--- src/pidaw_pkg.sv ---
// Shared constants, types and helpers for the anti-windup PID controller.
package pidaw_pkg;

    // Fixed point format and field widths
    localparam int FRAC_BITS  = 16;
    localparam int DATA_W     = 32;
    localparam int GAIN_W     = 31;
    localparam int REG_IDX_W  = 3;

    // Digit-serial multiplier geometry
    localparam int DIGIT_W    = 4;
    localparam int NUM_DIGITS = DATA_W / DIGIT_W;
    localparam int DCNT_W     = $clog2(NUM_DIGITS);
    localparam int ACC_HI_W   = DATA_W + DIGIT_W + 1;
    localparam int PROD_W     = 2 * DATA_W;

    // Configuration register indexes
    typedef enum logic [REG_IDX_W-1:0] {
        REG_PROP_GAIN   = 3'd0,
        REG_INTEG_GAIN  = 3'd1,
        REG_DERIV_GAIN  = 3'd2,
        REG_TARGET      = 3'd3,
        REG_DRIVE_MIN   = 3'd4,
        REG_DRIVE_MAX   = 3'd5,
        REG_SAMPLE_PER  = 3'd6,
        REG_INTEG_LIMIT = 3'd7
    } reg_idx_t;

    // Input action codes
    localparam logic ACT_UPDATE = 1'b0;
    localparam logic ACT_RESET  = 1'b1;

    // Sequencer states
    typedef enum logic [3:0] {
        ST_IDLE,
        ST_ERR,
        ST_DIFF,
        ST_MUL_P,
        ST_MUL_S,
        ST_INTEG,
        ST_ILIM,
        ST_MUL_I,
        ST_MUL_D,
        ST_SUM1,
        ST_SUM2,
        ST_CLAMP,
        ST_OUT
    } state_t;

    // Request to the shared multiplier
    typedef struct packed {
        logic              start;
        logic [GAIN_W-1:0] gain;
        logic [DATA_W-1:0] value;
    } mul_req_t;

    // Status back from the shared multiplier
    typedef struct packed {
        logic busy;
        logic done;
    } mul_stat_t;

    // Saturate a 34-bit signed value to the signed 32-bit range.
    function automatic logic signed [DATA_W-1:0] sat32(input logic signed [DATA_W+1:0] v);
        logic signed [DATA_W-1:0] r;
        if ((v[DATA_W+1:DATA_W-1] == 3'b000) || (v[DATA_W+1:DATA_W-1] == 3'b111)) begin
            r = v[DATA_W-1:0];
        end else if (v[DATA_W+1]) begin
            r = {1'b1, {(DATA_W-1){1'b0}}};
        end else begin
            r = {1'b0, {(DATA_W-1){1'b1}}};
        end
        return r;
    endfunction

endpackage

--- src/pidaw_mul.sv ---
// Digit-serial multiplier: unsigned gain times signed value, scaled and saturated.
module pidaw_mul (
    input  logic                     aclk,
    input  logic                     aresetn,
    input  pidaw_pkg::mul_req_t      req,
    output pidaw_pkg::mul_stat_t     stat,
    output logic [pidaw_pkg::DATA_W-1:0] result
);
    import pidaw_pkg::*;

    localparam int TOP_W = PROD_W - FRAC_BITS - DATA_W + 1;

    logic [DATA_W-1:0]          gain_sr_reg;
    logic signed [DATA_W-1:0]   val_reg;
    logic signed [ACC_HI_W-1:0] hi_reg;
    logic [DATA_W-1:0]          lo_reg;
    logic [DCNT_W-1:0]          cnt_reg;
    logic                       busy_reg;
    logic                       done_reg;

    logic signed [ACC_HI_W-1:0] pp;
    logic signed [ACC_HI_W-1:0] step_sum;
    logic [PROD_W-1:0]          prod;
    logic [TOP_W-1:0]           prod_top;

    // One digit of the gain times the value, added into the running upper half
    assign pp       = $signed({{(ACC_HI_W-DIGIT_W){1'b0}}, gain_sr_reg[DIGIT_W-1:0]})
                    * $signed({{(ACC_HI_W-DATA_W){val_reg[DATA_W-1]}}, val_reg});
    assign step_sum = hi_reg + pp;

    // Digit loop: the low digit of each partial sum shifts into the low half
    always_ff @(posedge aclk) begin
        if (!aresetn) begin
            busy_reg <= 1'b0;
            done_reg <= 1'b0;
            cnt_reg  <= '0;
        end else begin
            done_reg <= 1'b0;
            if (busy_reg) begin
                cnt_reg <= cnt_reg + 1'b1;
                if (cnt_reg == DCNT_W'(NUM_DIGITS - 1)) begin
                    busy_reg <= 1'b0;
                    done_reg <= 1'b1;
                end
            end else if (req.start) begin
                busy_reg <= 1'b1;
                cnt_reg  <= '0;
            end
        end
    end

    always_ff @(posedge aclk) begin
        if (busy_reg) begin
            gain_sr_reg <= {{DIGIT_W{1'b0}}, gain_sr_reg[DATA_W-1:DIGIT_W]};
            hi_reg      <= step_sum >>> DIGIT_W;
            lo_reg      <= {step_sum[DIGIT_W-1:0], lo_reg[DATA_W-1:DIGIT_W]};
        end else if (req.start) begin
            gain_sr_reg <= {1'b0, req.gain};
            val_reg     <= $signed(req.value);
            hi_reg      <= '0;
            lo_reg      <= '0;
        end
    end

    // Full product; the upper half has settled into 32 bits by the last digit
    assign prod     = {hi_reg[DATA_W-1:0], lo_reg};
    assign prod_top = prod[PROD_W-1:FRAC_BITS+DATA_W-1];

    // Floor shift by the fraction width, then saturate to 32 bits
    always_comb begin
        if ((prod_top == '0) || (prod_top == '1)) begin
            result = prod[FRAC_BITS+DATA_W-1:FRAC_BITS];
        end else if (prod[PROD_W-1]) begin
            result = {1'b1, {(DATA_W-1){1'b0}}};
        end else begin
            result = {1'b0, {(DATA_W-1){1'b1}}};
        end
    end

    assign stat.busy = busy_reg;
    assign stat.done = done_reg;

    // A start request while busy would be lost
    assert property (@(posedge aclk) disable iff (!aresetn)
        busy_reg |-> !req.start)
        else $error("multiplier started while busy");

    // Done follows exactly the last digit step
    assert property (@(posedge aclk) disable iff (!aresetn)
        (busy_reg && (cnt_reg == DCNT_W'(NUM_DIGITS - 1))) |=> (done_reg && !busy_reg))
        else $error("multiplier did not finish after its last digit");

    // Done and busy never overlap
    assert property (@(posedge aclk) disable iff (!aresetn)
        !(done_reg && busy_reg))
        else $error("multiplier done while still busy");

endmodule

--- src/pid_controller_anti_windup_core.sv ---
// Top level of the anti-windup PID controller with its sequencer and datapath.
//
// Input beats carry the measurement in s_tdata and the action flag in s_tuser:
// 0 runs one control update, 1 clears the integrator and the error history and
// answers with drive_min. Every input beat gives exactly one output beat on the
// m_ channel with the clamped drive value.
// An update steps from acceptance to m_tvalid through the error and its
// difference, four products on one shared digit-serial multiplier (4 gain
// bits per cycle, 8 digits), the integral add and clamp, the two sums, the
// output clamp and the load of the output register. A reset action goes
// straight to the load of the output register.
// The next input beat is accepted in the cycle after the result has been loaded
// into the output register; no new beat is taken while an update is in progress.
// If the receiver stalls, the finished result waits in the output register and
// the block still accepts and works on the next beat; it holds that beat's result
// until the output register is free.
// Registers are written through cfg_wr_en, cfg_addr and cfg_wdata; the user must write them only while
// the block is idle, as the block does not enforce this. Reset (aresetn low, synchronous) restores the
// register defaults, clears the integrator and the error history and drops m_tvalid.
module pid_controller_anti_windup_core (
    input  logic                              aclk,
    input  logic                              aresetn,
    // Configuration write port
    input  logic                              cfg_wr_en,
    input  logic [pidaw_pkg::REG_IDX_W-1:0]   cfg_addr,
    input  logic [pidaw_pkg::DATA_W-1:0]      cfg_wdata,
    // Input stream
    input  logic                              s_tvalid,
    output logic                              s_tready,
    input  logic [pidaw_pkg::DATA_W-1:0]      s_tdata,   // [31:0] measured
    input  logic                              s_tuser,   // [0] action
    // Result stream
    output logic                              m_tvalid,
    input  logic                              m_tready,
    output logic [pidaw_pkg::DATA_W-1:0]      m_tdata    // [31:0] drive
);
    import pidaw_pkg::*;

    // Configuration registers
    logic [GAIN_W-1:0]        prop_gain_reg;
    logic [GAIN_W-1:0]        integ_gain_reg;
    logic [GAIN_W-1:0]        deriv_gain_reg;
    logic signed [DATA_W-1:0] target_reg;
    logic signed [DATA_W-1:0] drive_min_reg;
    logic signed [DATA_W-1:0] drive_max_reg;
    logic [GAIN_W-1:0]        sample_per_reg;
    logic [GAIN_W-1:0]        integ_limit_reg;

    // Controller state
    logic signed [DATA_W-1:0] integ_acc_reg;
    logic signed [DATA_W-1:0] last_err_reg;

    // Working registers for one update
    state_t                   state_reg, state_next;
    logic signed [DATA_W-1:0] meas_reg;
    logic signed [DATA_W-1:0] err_reg;
    logic signed [DATA_W-1:0] diff_reg;
    logic signed [DATA_W-1:0] p_term_reg;
    logic signed [DATA_W-1:0] s_prod_reg;
    logic signed [DATA_W-1:0] integ_reg;
    logic signed [DATA_W-1:0] i_term_reg;
    logic signed [DATA_W-1:0] d_term_reg;
    logic signed [DATA_W:0]   sum_pi_reg;
    logic signed [DATA_W-1:0] sum_reg;
    logic signed [DATA_W-1:0] drive_reg;

    // Output register
    logic                     m_valid_reg;
    logic [DATA_W-1:0]        m_data_reg;

    // Multiplier connection
    mul_req_t                 mul_req;
    mul_stat_t                mul_stat;
    logic [DATA_W-1:0]        mul_res;
    logic                     in_mul_state;

    logic                     s_accept;
    logic                     out_free;
    logic signed [DATA_W+1:0] lim_ext;
    logic signed [DATA_W-1:0] clamp_hi;

    assign s_accept = s_tvalid && s_tready;
    assign out_free = !m_valid_reg || m_tready;
    assign lim_ext  = $signed({3'b000, integ_limit_reg});
    assign clamp_hi = (sum_reg > drive_max_reg) ? drive_max_reg : sum_reg;

    // Register writes
    always_ff @(posedge aclk) begin
        if (!aresetn) begin
            prop_gain_reg   <= GAIN_W'(327680);
            integ_gain_reg  <= GAIN_W'(32768);
            deriv_gain_reg  <= GAIN_W'(2185);
            target_reg      <= DATA_W'(1638400);
            drive_min_reg   <= '0;
            drive_max_reg   <= DATA_W'(6553600);
            sample_per_reg  <= GAIN_W'(1966080);
            integ_limit_reg <= GAIN_W'(13081038);
        end else if (cfg_wr_en) begin
            case (reg_idx_t'(cfg_addr))
                REG_PROP_GAIN:   prop_gain_reg   <= cfg_wdata[GAIN_W-1:0];
                REG_INTEG_GAIN:  integ_gain_reg  <= cfg_wdata[GAIN_W-1:0];
                REG_DERIV_GAIN:  deriv_gain_reg  <= cfg_wdata[GAIN_W-1:0];
                REG_TARGET:      target_reg      <= $signed(cfg_wdata);
                REG_DRIVE_MIN:   drive_min_reg   <= $signed(cfg_wdata);
                REG_DRIVE_MAX:   drive_max_reg   <= $signed(cfg_wdata);
                REG_SAMPLE_PER:  sample_per_reg  <= cfg_wdata[GAIN_W-1:0];
                REG_INTEG_LIMIT: integ_limit_reg <= cfg_wdata[GAIN_W-1:0];
                default: ;
            endcase
        end
    end

    // Next state
    always_comb begin
        state_next = state_reg;
        case (state_reg)
            ST_IDLE: begin
                if (s_accept) begin
                    state_next = (s_tuser == ACT_RESET) ? ST_OUT : ST_ERR;
                end
            end
            ST_ERR:   state_next = ST_DIFF;
            ST_DIFF:  state_next = ST_MUL_P;
            ST_MUL_P: if (mul_stat.done) state_next = ST_MUL_S;
            ST_MUL_S: if (mul_stat.done) state_next = ST_INTEG;
            ST_INTEG: state_next = ST_ILIM;
            ST_ILIM:  state_next = ST_MUL_I;
            ST_MUL_I: if (mul_stat.done) state_next = ST_MUL_D;
            ST_MUL_D: if (mul_stat.done) state_next = ST_SUM1;
            ST_SUM1:  state_next = ST_SUM2;
            ST_SUM2:  state_next = ST_CLAMP;
            ST_CLAMP: state_next = ST_OUT;
            ST_OUT:   if (out_free) state_next = ST_IDLE;
            default:  state_next = ST_IDLE;
        endcase
    end

    // Outputs of the sequencer: input ready and multiplier operands
    always_comb begin
        s_tready      = (state_reg == ST_IDLE);
        in_mul_state  = 1'b1;
        mul_req.gain  = prop_gain_reg;
        mul_req.value = err_reg;
        case (state_reg)
            ST_MUL_P: begin
                mul_req.gain  = prop_gain_reg;
                mul_req.value = err_reg;
            end
            ST_MUL_S: begin
                mul_req.gain  = sample_per_reg;
                mul_req.value = err_reg;
            end
            ST_MUL_I: begin
                mul_req.gain  = integ_gain_reg;
                mul_req.value = integ_reg;
            end
            ST_MUL_D: begin
                mul_req.gain  = deriv_gain_reg;
                mul_req.value = diff_reg;
            end
            default: in_mul_state = 1'b0;
        endcase
        mul_req.start = in_mul_state && !mul_stat.busy && !mul_stat.done;
    end

    always_ff @(posedge aclk) begin
        if (!aresetn) begin
            state_reg <= ST_IDLE;
        end else begin
            state_reg <= state_next;
        end
    end

    pidaw_mul u_mul (
        .aclk    (aclk),
        .aresetn (aresetn),
        .req     (mul_req),
        .stat    (mul_stat),
        .result  (mul_res)
    );

    // Controller history: cleared by reset or a reset action, committed per update
    always_ff @(posedge aclk) begin
        if (!aresetn) begin
            integ_acc_reg <= '0;
            last_err_reg  <= '0;
        end else if (s_accept && (s_tuser == ACT_RESET)) begin
            integ_acc_reg <= '0;
            last_err_reg  <= '0;
        end else if (state_reg == ST_SUM2) begin
            integ_acc_reg <= integ_reg;
            last_err_reg  <= err_reg;
        end
    end

    // Datapath, one step per state
    always_ff @(posedge aclk) begin
        case (state_reg)
            ST_IDLE: begin
                meas_reg  <= $signed(s_tdata);
                drive_reg <= drive_min_reg;
            end
            ST_ERR: begin
                err_reg <= sat32(34'(target_reg) - 34'(meas_reg));
            end
            ST_DIFF: begin
                diff_reg <= sat32(34'(err_reg) - 34'(last_err_reg));
            end
            ST_MUL_P: if (mul_stat.done) p_term_reg <= $signed(mul_res);
            ST_MUL_S: if (mul_stat.done) s_prod_reg <= $signed(mul_res);
            ST_INTEG: begin
                integ_reg <= sat32(34'(integ_acc_reg) + 34'(s_prod_reg));
            end
            ST_ILIM: begin
                // Symmetric integral clamp
                if (34'(integ_reg) > lim_ext) begin
                    integ_reg <= $signed({1'b0, integ_limit_reg});
                end else if (34'(integ_reg) < -lim_ext) begin
                    integ_reg <= DATA_W'(-lim_ext);
                end
            end
            ST_MUL_I: if (mul_stat.done) i_term_reg <= $signed(mul_res);
            ST_MUL_D: if (mul_stat.done) d_term_reg <= $signed(mul_res);
            ST_SUM1: begin
                sum_pi_reg <= 33'(p_term_reg) + 33'(i_term_reg);
            end
            ST_SUM2: begin
                sum_reg <= sat32(34'(sum_pi_reg) + 34'(d_term_reg));
            end
            ST_CLAMP: begin
                // Upper bound first, lower bound wins when the bounds cross
                drive_reg <= (clamp_hi < drive_min_reg) ? drive_min_reg : clamp_hi;
            end
            default: ;
        endcase
    end

    // Output register
    always_ff @(posedge aclk) begin
        if (!aresetn) begin
            m_valid_reg <= 1'b0;
        end else if ((state_reg == ST_OUT) && out_free) begin
            m_valid_reg <= 1'b1;
        end else if (m_tready) begin
            m_valid_reg <= 1'b0;
        end
    end

    always_ff @(posedge aclk) begin
        if ((state_reg == ST_OUT) && out_free) begin
            m_data_reg <= drive_reg;
        end
    end

    assign m_tvalid = m_valid_reg;
    assign m_tdata  = m_data_reg;

    // A reset action answers with the lower bound and cleared history
    assert property (@(posedge aclk) disable iff (!aresetn)
        (s_accept && (s_tuser == ACT_RESET)) |=>
            ((state_reg == ST_OUT) && (drive_reg == drive_min_reg) &&
             (integ_acc_reg == '0) && (last_err_reg == '0)))
        else $error("reset action did not clear history or load drive_min");

    // After the clamp step the integral lies within the limit
    assert property (@(posedge aclk) disable iff (!aresetn)
        (state_reg == ST_ILIM) |=>
            ((34'(integ_reg) <= lim_ext) && (34'(integ_reg) >= -lim_ext)))
        else $error("integral outside its clamp");

    // The multiplier only reports a product in a state that consumes it
    assert property (@(posedge aclk) disable iff (!aresetn)
        mul_stat.done |-> ((state_reg == ST_MUL_P) || (state_reg == ST_MUL_S) ||
                           (state_reg == ST_MUL_I) || (state_reg == ST_MUL_D)))
        else $error("product finished outside a multiply step");

endmodule

--- config.mk ---
export PLATFORM = sky130hd
export DESIGN_NAME = pid_controller_anti_windup_core
export DESIGN_NICKNAME = d
export VERILOG_FILES = /design/src/pidaw_pkg.sv /design/src/pidaw_mul.sv /design/src/pid_controller_anti_windup_core.sv
export SDC_FILE = /design/constraint.sdc
export NUM_CORES = 2
export LEC_CHECK = 0
export ABC_AREA = 1
export ABC_CLOCK_PERIOD_IN_PS = 5910
export CAP_MARGIN = 20
export CORE_ASPECT_RATIO = 1.2
export CORE_MARGIN = 1
export CORE_UTILIZATION = 65
export DETAILED_ROUTE_END_ITERATION = 8
export DONT_BUFFER_PORTS = 1
export GPL_TIMING_DRIVEN = 0
export PLACE_DENSITY = 0.78
export SLEW_MARGIN = 40
export SYNTH_ARGS = -nofsm -noshare
export SYNTH_HDL_FRONTEND = slang
export SYNTH_SLANG_ARGS = --single-unit
--- constraint.sdc ---
create_clock -name aclk -period 5.91 [get_ports aclk]
set_input_delay 1.182 -clock aclk [delete_from_list [all_inputs] [get_ports aclk]]
set_output_delay 1.182 -clock aclk [all_outputs]
set_load 0.1 [all_outputs]
=== After elaboration in Yosys (flattened, before gate mapping) ===
Cells that the tools add are included.

* Bits in registers: 842
* Input bits: 73
* Logic and storage cells: 163

* $add $sub $neg: 8
* Multiply operators: 1
* Order comparisons: 4
* Eq/ne operators: 32
* Multiplexer cells: 40
* Bitwise logic cells: 2
* Reduce and logical (&&, ||, !) cells: 43

{| class="wikitable"
|+ Operators with widths
! cell !! count
|-
| 32-bit 2-to-1 mux || 16
|-
| 63-bit one-hot mux with 3 select lines || 1
|-
| 32-bit one-hot mux with 2 select lines || 2
|-
| 37-bit 2-to-1 mux || 2
|-
| 32-bit by 32-bit adder with 33-bit output || 2
|-
| 32-bit by 32-bit subtractor with 33-bit output || 2
|-
| 32-bit > comparator || 2
|-
| 4-bit one-hot mux with 13 select lines || 1
|-
| 37-bit adder || 1
|-
| 5-bit by 32-bit multiplier with 37-bit output || 1
|-
| 33-bit by 32-bit adder with 34-bit output || 1
|-
| 32-bit by 34-bit < comparator with 1-bit output || 1
|-
| 31-bit negation with 34-bit output || 1
|-
| 32-bit < comparator || 1
|-
| 2-bit AND reduction || 15
|-
| 28-bit 2-to-1 mux || 1
|-
| 4-bit 2-to-1 mux || 7
|-
| 3-bit == test, second input constant || 9
|-
| 27-bit 2-to-1 mux || 1
|-
| 4-bit == test, second input constant || 5
|-
| 17-bit == test, second input constant || 1
|-
| 17-bit zero test || 1
|-
| 4-bit by 3-bit == test with 1-bit output, second input constant || 4
|-
| 3-bit zero test || 5
|-
| 19 further kinds || 47
|}

=== Longest topological paths before layout ===
* Depth in word-level cells: 7
* Depth in mapped cells: 34
* Depth with buffers taken out: 32

=== Cells and area by module ===
A second synthesis with hierarchy kept.

* Cells, all modules: 5867
* Area, all modules: 48969.5 µm²

{| class="wikitable"
|+ By module, submodules not included
! module !! instances !! cells an instance !! area an instance (µm²)
|-
| pid_controller_anti_windup_core || 1 || 4461 || 38077.8
|-
| pidaw_mul || 1 || 1406 || 10891.7
|}

=== Least setup slack after synthesis ===
Ideal clock, no wire load.

* Kind: reg2reg
* From: register state_reg[0]
* To: register drive_reg[0] (enable)
* Library setup time: 466 ps
* Arrival time: 4706 ps
* Required time: 5444 ps
* Path slack: 738 ps
* Stages on the path, launching flop included: 6
* Period minus slack after synthesis: 5172 ps
* Path through: dfxtp_1 -> nor2_1 -> inv_1 -> nor2_1 -> inv_1 -> o21ai_0

* Cells in the longest elaborated chain, start to end: 2

{| class="wikitable"
|+ RTL lines
! element !! line !! RTL
|-
| start, declared || pid_controller_anti_windup_core.sv:54 || <nowiki>state_t state_reg, state_next;</nowiki>
|-
| start signal, assigned || pid_controller_anti_windup_core.sv:170 || <nowiki>state_reg <= state_next;</nowiki>
|-
| 4-bit zero test || -- ||
|-
| via s_tready || pid_controller_anti_windup_core.sv:29 || <nowiki>output logic s_tready,</nowiki>
|-
| 2-bit nonzero test (no line) || -- ||
|-
| end signal, assigned || pid_controller_anti_windup_core.sv:201 || <nowiki>drive_reg <= drive_min_reg;</nowiki>
|-
| end signal, assigned || pid_controller_anti_windup_core.sv:232 || <nowiki>drive_reg <= (clamp_hi < drive_min_reg) ? drive_min_reg : clamp_hi;</nowiki>
|-
| end, declared || pid_controller_anti_windup_core.sv:65 || <nowiki>logic signed [DATA_W-1:0] drive_reg;</nowiki>
|}

The timed path passes the listed nets, and every way through them passes these cells.
A chain may end at the register's enable or synchronous reset.

=== Worst setup path in the final report ===
* From: register u_mul.gain_sr_reg[1]
* To: register u_mul.hi_reg[31], data pin

* Cells in the longest elaborated chain, start to end: 3

{| class="wikitable"
|+ RTL lines
! element !! line !! RTL
|-
| start, declared || pidaw_mul.sv:13 || <nowiki>logic [DATA_W-1:0] gain_sr_reg;</nowiki>
|-
| start signal, assigned || pidaw_mul.sv:54 || <nowiki>gain_sr_reg <= {{DIGIT_W{1'b0}}, gain_sr_reg[DATA_W-1:DIGIT_W]};</nowiki>
|-
| start signal, assigned || pidaw_mul.sv:58 || <nowiki>gain_sr_reg <= {1'b0, req.gain};</nowiki>
|-
| 5-bit by 32-bit multiplier with 37-bit output || pidaw_mul.sv:28 || <nowiki>* $signed({{(ACC_HI_W-DATA_W){val_reg[DATA_W-1]}}, val_reg});</nowiki>
|-
| 37-bit adder || pidaw_mul.sv:29 || <nowiki>assign step_sum = hi_reg + pp;</nowiki>
|-
| 37-bit 2-to-1 mux || pidaw_mul.sv:53 || <nowiki>if (busy_reg) begin</nowiki>
|-
| end signal, assigned || pidaw_mul.sv:55 || <nowiki>hi_reg <= step_sum >>> DIGIT_W;</nowiki>
|-
| end, declared || pidaw_mul.sv:15 || <nowiki>logic signed [ACC_HI_W-1:0] hi_reg;</nowiki>
|}

No other way between the ends.

==> flow_results.xml <==
<?xml version="1.0" encoding="UTF-8"?>
<metrics>
  <group name="synthesis">
    <metric name="yosys_register_bits" unit="">822</metric>
    <metric name="fraction_of_synthesis_flops_using_an_asynchronous_set_or_reset_pin" unit="">0</metric>
    <metric name="syn_area_per_cell" unit="µm²">8.83</metric>
    <metric name="synth_edf_count" unit="">494</metric>
    <metric name="synth_top_area_cell" unit="">edfxtp_1</metric>
    <metric name="ys_warn_count" unit="">0</metric>
    <metric name="post_synth_inst_count" unit="">5328</metric>
    <metric name="yosys.cell_types.count" unit="">69</metric>
    <metric name="total_nets_after_synthesis" unit="">5867</metric>
    <metric name="synth.area.top_cells" unit="">edfxtp_1 32%, dfxtp_1 14%, ha_1 9.7%</metric>
    <metric name="most_frequently_used_flop_master_after_synthesis" unit="">edfxtp_1</metric>
    <metric name="register_area_share_after_synthesis" unit="">0.455</metric>
    <metric name="synth_top_area_share" unit="">0.315</metric>
    <metric name="syn_area" unit="µm²">47100</metric>
  </group>
  <group name="placement">
    <metric name="gp_routability_congestion" unit="">0.991</metric>
    <metric name="placement.io_buffers" unit="">0</metric>
    <metric name="preCtsSetupSlack" unit="ns">-0.109</metric>
    <metric name="dp.final_hpwl" unit="mm">104</metric>
  </group>
  <group name="timing">
    <metric name="finalHoldViolCount" unit="">0</metric>
    <metric name="hold_slack" unit="ns">0.420</metric>
    <metric name="timing.fmax" unit="MHz">180</metric>
    <metric name="timing.final.crit_period" unit="ns">5.57</metric>
    <metric name="maxSlewHeadroom" unit="">0.348</metric>
    <metric name="finalSetupTns" unit="ns">0</metric>
    <metric name="grt_setup_unrepaired" unit="">false</metric>
    <metric name="layout_setup_ws" unit="ns">0.339</metric>
    <metric name="worst_pin_slew" unit="ns">0.979</metric>
    <metric name="maxSlewViolCount" unit="">0</metric>
    <metric name="timing.clock.skew" unit="ns">0.0322</metric>
    <metric name="post-route-period-util" unit="">0.943</metric>
    <metric name="setup-violations-final" unit="">0</metric>
  </group>
  <group name="status">
    <metric name="violated_checks" unit="">design-rule violations</metric>
    <metric name="result_of_the_run" unit="">finished, violations left</metric>
  </group>
  <group name="power">
    <metric name="maximum_resistive_drop_on_vdd" unit="mV">0.767</metric>
    <metric name="pwr_density_cell" unit="nW/µm²">547</metric>
    <metric name="leakage" unit="nW">22.2</metric>
  </group>
  <group name="detailed_routing">
    <metric name="dr_total_vias" unit="">38844</metric>
    <metric name="drtIter0Drc" unit="">3550</metric>
    <metric name="drc_violation_count_after_routing" unit="">14</metric>
    <metric name="wl_per_cell" unit="µm">21.4</metric>
    <metric name="route.detailed.vias_per_inst" unit="">6.02</metric>
    <metric name="wirelength" unit="mm">138</metric>
    <metric name="drt.antenna.violating_nets" unit="">0</metric>
    <metric name="firstDrtPassIters" unit="">9</metric>
  </group>
  <group name="clocking">
    <metric name="cts_root_cell" unit="">clkbuf_16</metric>
    <metric name="clock_latency" unit="ns">0.66</metric>
    <metric name="htree_num_levels" unit="">3</metric>
    <metric name="hold_buffers" unit="">0</metric>
    <metric name="clk_pin_slew_worst_paths" unit="ns">0.07</metric>
    <metric name="cts_tree" unit="">yes</metric>
    <metric name="cts-buffers-inserted" unit="">83</metric>
    <metric name="cts_buffer_depth" unit="">3</metric>
    <metric name="clock_sink_count" unit="">822</metric>
  </group>
  <group name="layout">
    <metric name="area_overhead_vs_synth" unit="%">10.2</metric>
    <metric name="post_route_cells_drive_above_1_share" unit="">0.0572</metric>
    <metric name="num-nets-final" unit="">5993</metric>
  </group>
  <group name="global_route">
    <metric name="grt.total_usage" unit="">0.376</metric>
    <metric name="maximum_number_of_pins_on_one_net_before_global_route_repair" unit="">50</metric>
    <metric name="global_route_wire_length_before_repair" unit="mm">210</metric>
    <metric name="via_count_of_the_first_global_routing_pass" unit="">37910</metric>
    <metric name="antenna_found_initial" unit="">8</metric>
    <metric name="overflow" unit="">0</metric>
  </group>
  <group name="job">
    <metric name="drv.max_cap_violation_count" unit="">0</metric>
  </group>
  <group name="worst_setup_path">
    <metric name="crit_arrival" unit="ns">5.95</metric>
    <metric name="ff2ff_setup_slack" unit="ns">0.34</metric>
    <metric name="reg2reg_from" unit="">u_mul.gain_sr_reg[1]$_DFFE_PP_</metric>
    <metric name="timing.critical_path.required" unit="ns">6.29</metric>
    <metric name="critical_path.startpoint_type" unit="">flop</metric>
    <metric name="setup.worst_path.end_class" unit="">flop</metric>
    <metric name="rr_worst_depth" unit="">22</metric>
    <metric name="rr_endpoint" unit="">u_mul.hi_reg[31]$_SDFFCE_PN0P_</metric>
    <metric name="crit_path_max_fanout" unit="">10</metric>
    <metric name="timing.setup.critical_path_class" unit="">flop to flop</metric>
  </group>
  <group name="hold_path">
    <metric name="worst_hold_path.num_cells" unit="">0</metric>
    <metric name="min_delay_path_class" unit="">flop to flop</metric>
    <metric name="timing.hold.worst_endpoint" unit="">m_tdata[10]$_DFFE_PP_</metric>
    <metric name="hold_path.startpoint" unit="">drive_reg[10]$_DFFE_PP_</metric>
  </group>
  <group name="die">
    <metric name="floorplan.die_area" unit="µm²">73500</metric>
    <metric name="die_height" unit="µm">297</metric>
    <metric name="core_area" unit="µm²">71400</metric>
    <metric name="initial_core_util" unit="">0.660</metric>
    <metric name="die_x" unit="µm">248</metric>
    <metric name="design.portCount" unit="">107</metric>
    <metric name="num_rows" unit="">107</metric>
  </group>
</metrics>
-- what timing repair did --
action | in CTS | in global routing
resized for setup | 2 | 7
setup endpoints to repair | 1 | 3
buffers inserted | 0 | 7
-- where the power goes --
| part | internal [mW] | switching (mW) | leakage, nW | total (mW) |
|---|---|---|---|---|
| combinational | 4.96 | 9.39 | 13.6 | 14.4 |
| clock | 3.11 | 2.39 | 1.38 | 5.50 |
| sequential | 7.77 | 0.735 | 7.24 | 8.51 |
-- worst max path at each step --
stage                              startpoint                        endpoint
6_report       u_mul.gain_sr_reg[1]$_DFFE_PP_  u_mul.hi_reg[31]$_SDFFCE_PN0P_
5_1_grt        u_mul.gain_sr_reg[0]$_DFFE_PP_  u_mul.hi_reg[35]$_SDFFCE_PN0P_
4_1_cts        u_mul.gain_sr_reg[1]$_DFFE_PP_  u_mul.hi_reg[31]$_SDFFCE_PN0P_
3_5_place_dp   u_mul.gain_sr_reg[1]$_DFFE_PP_  u_mul.hi_reg[31]$_SDFFCE_PN0P_
3_3_place_gp        state_reg[0]$_SDFFE_PN0P_          drive_reg[4]$_DFFE_PP_
2_1_floorplan       state_reg[0]$_SDFFE_PN0P_          drive_reg[0]$_DFFE_PP_
-- through the flow --
step                      utilization  cells  instance area, µm²  total power [mW]
after global routing            0.727   6452               51900              30.5
after floorplan                     -   5328               47100              18.6
after detailed placement        0.686   6287               48900              22.6
final                           0.727   6454               51900              28.4
after global placement          0.676   6254               48200              22.1
after CTS                       0.725   6443               51800              28.1
-- critical path: stages, from the launching register on --
cell	delay [ns]
edfxtp_1	0.34
buf_4	0.21
clkbuf_2	0.32
nand2_1	0.12
fa_1	0.53
fa_1	0.45
fa_1	0.56
inv_1	0.05
ha_1	0.37
a21oi_1	0.21
o21ai_1	0.12
a21oi_1	0.22
o21ai_1	0.10
a21oi_2	0.25
o21bai_1	0.17
nand2_1	0.09
nand2_1	0.08
a21oi_1	0.34
o21ai_1	0.16
a21boi_0	0.31
o21ai_1	0.11
o21ai_0	0.15
a21oi_1	0.05
-- routing by layer --
layer	up-vias	GRT usage	routed length [µm]
li1	18343	-	-
met1	18344	0.456	51500
met2	1727	0.613	64700
met3	426	0.0671	11900
met4	4	0.244	9960
met5	-	0	20
-- logic make-up (layout without fill, tap and decap cells) --
kind of cell               Yosys count  count (layout)  synth area share
other                                0               3                 0
xor gates and xnor gates           177             177            0.0336
DFF                                822             822             0.455
buffers and inverters              810            1007            0.0658
adders and majority gates          466             466             0.140
AOI/OAI and AO/OA                 1263            1263             0.150
and+or+nand+nor                   1790            1790             0.156
-- cells in the final DEF, fill, tap and decap left out, types with 18 or more instances in the layout --
cell	synthesis	final
a21oi_1	505	504
a31oi_1	26	26
a41oi_1	27	27
buf_2	17	20
clkbuf_1	172	165
clkbuf_16	0	86
clkinv_2	0	20
dfxtp_1	328	327
edfxtp_1	494	494
fa_1	102	102
ha_1	364	364
inv_1	595	594
nand2_1	1062	1061
nand3_1	94	94
nand4_1	69	69
nor2_1	472	461
nor3_1	28	27
o211ai_1	40	40
o21a_1	24	24
o21ai_0	485	481
o21ai_1	27	30
o21bai_1	18	18
xnor2_1	61	61
xor2_1	112	112
-- layout make-up --
type                            instances  area [µm²]
Clock inverter                         57         622
Multi-Input combinational cell       3696       22700
Timing Repair Buffer                   41         662
Buffer                                208         862
Clock buffer                           99        2210
Antenna cell                            3        7.51
Sequential cell                       822       21400
Inverter                              602        2260
Tap cell                              926        1160
Fill cell                            5443       19500
-- Yosys cell counts (all sizes together) (20+ instances only) --
master and number:
nand2 1072, fa 102, xnor2 62, o21a 24
o211ai 40, nand3 101, ha 364, a31oi 26
nand4 71, nor3 33, clkbuf 172, o21ai 525
a21boi 20, a41oi 27, nor2 479, edfxtp 494
o21bai 20, a21oi 515, dfxtp 328, xor2 115
inv 598, buf 36
Note: power is estimated with default switching activity, not from simulation.
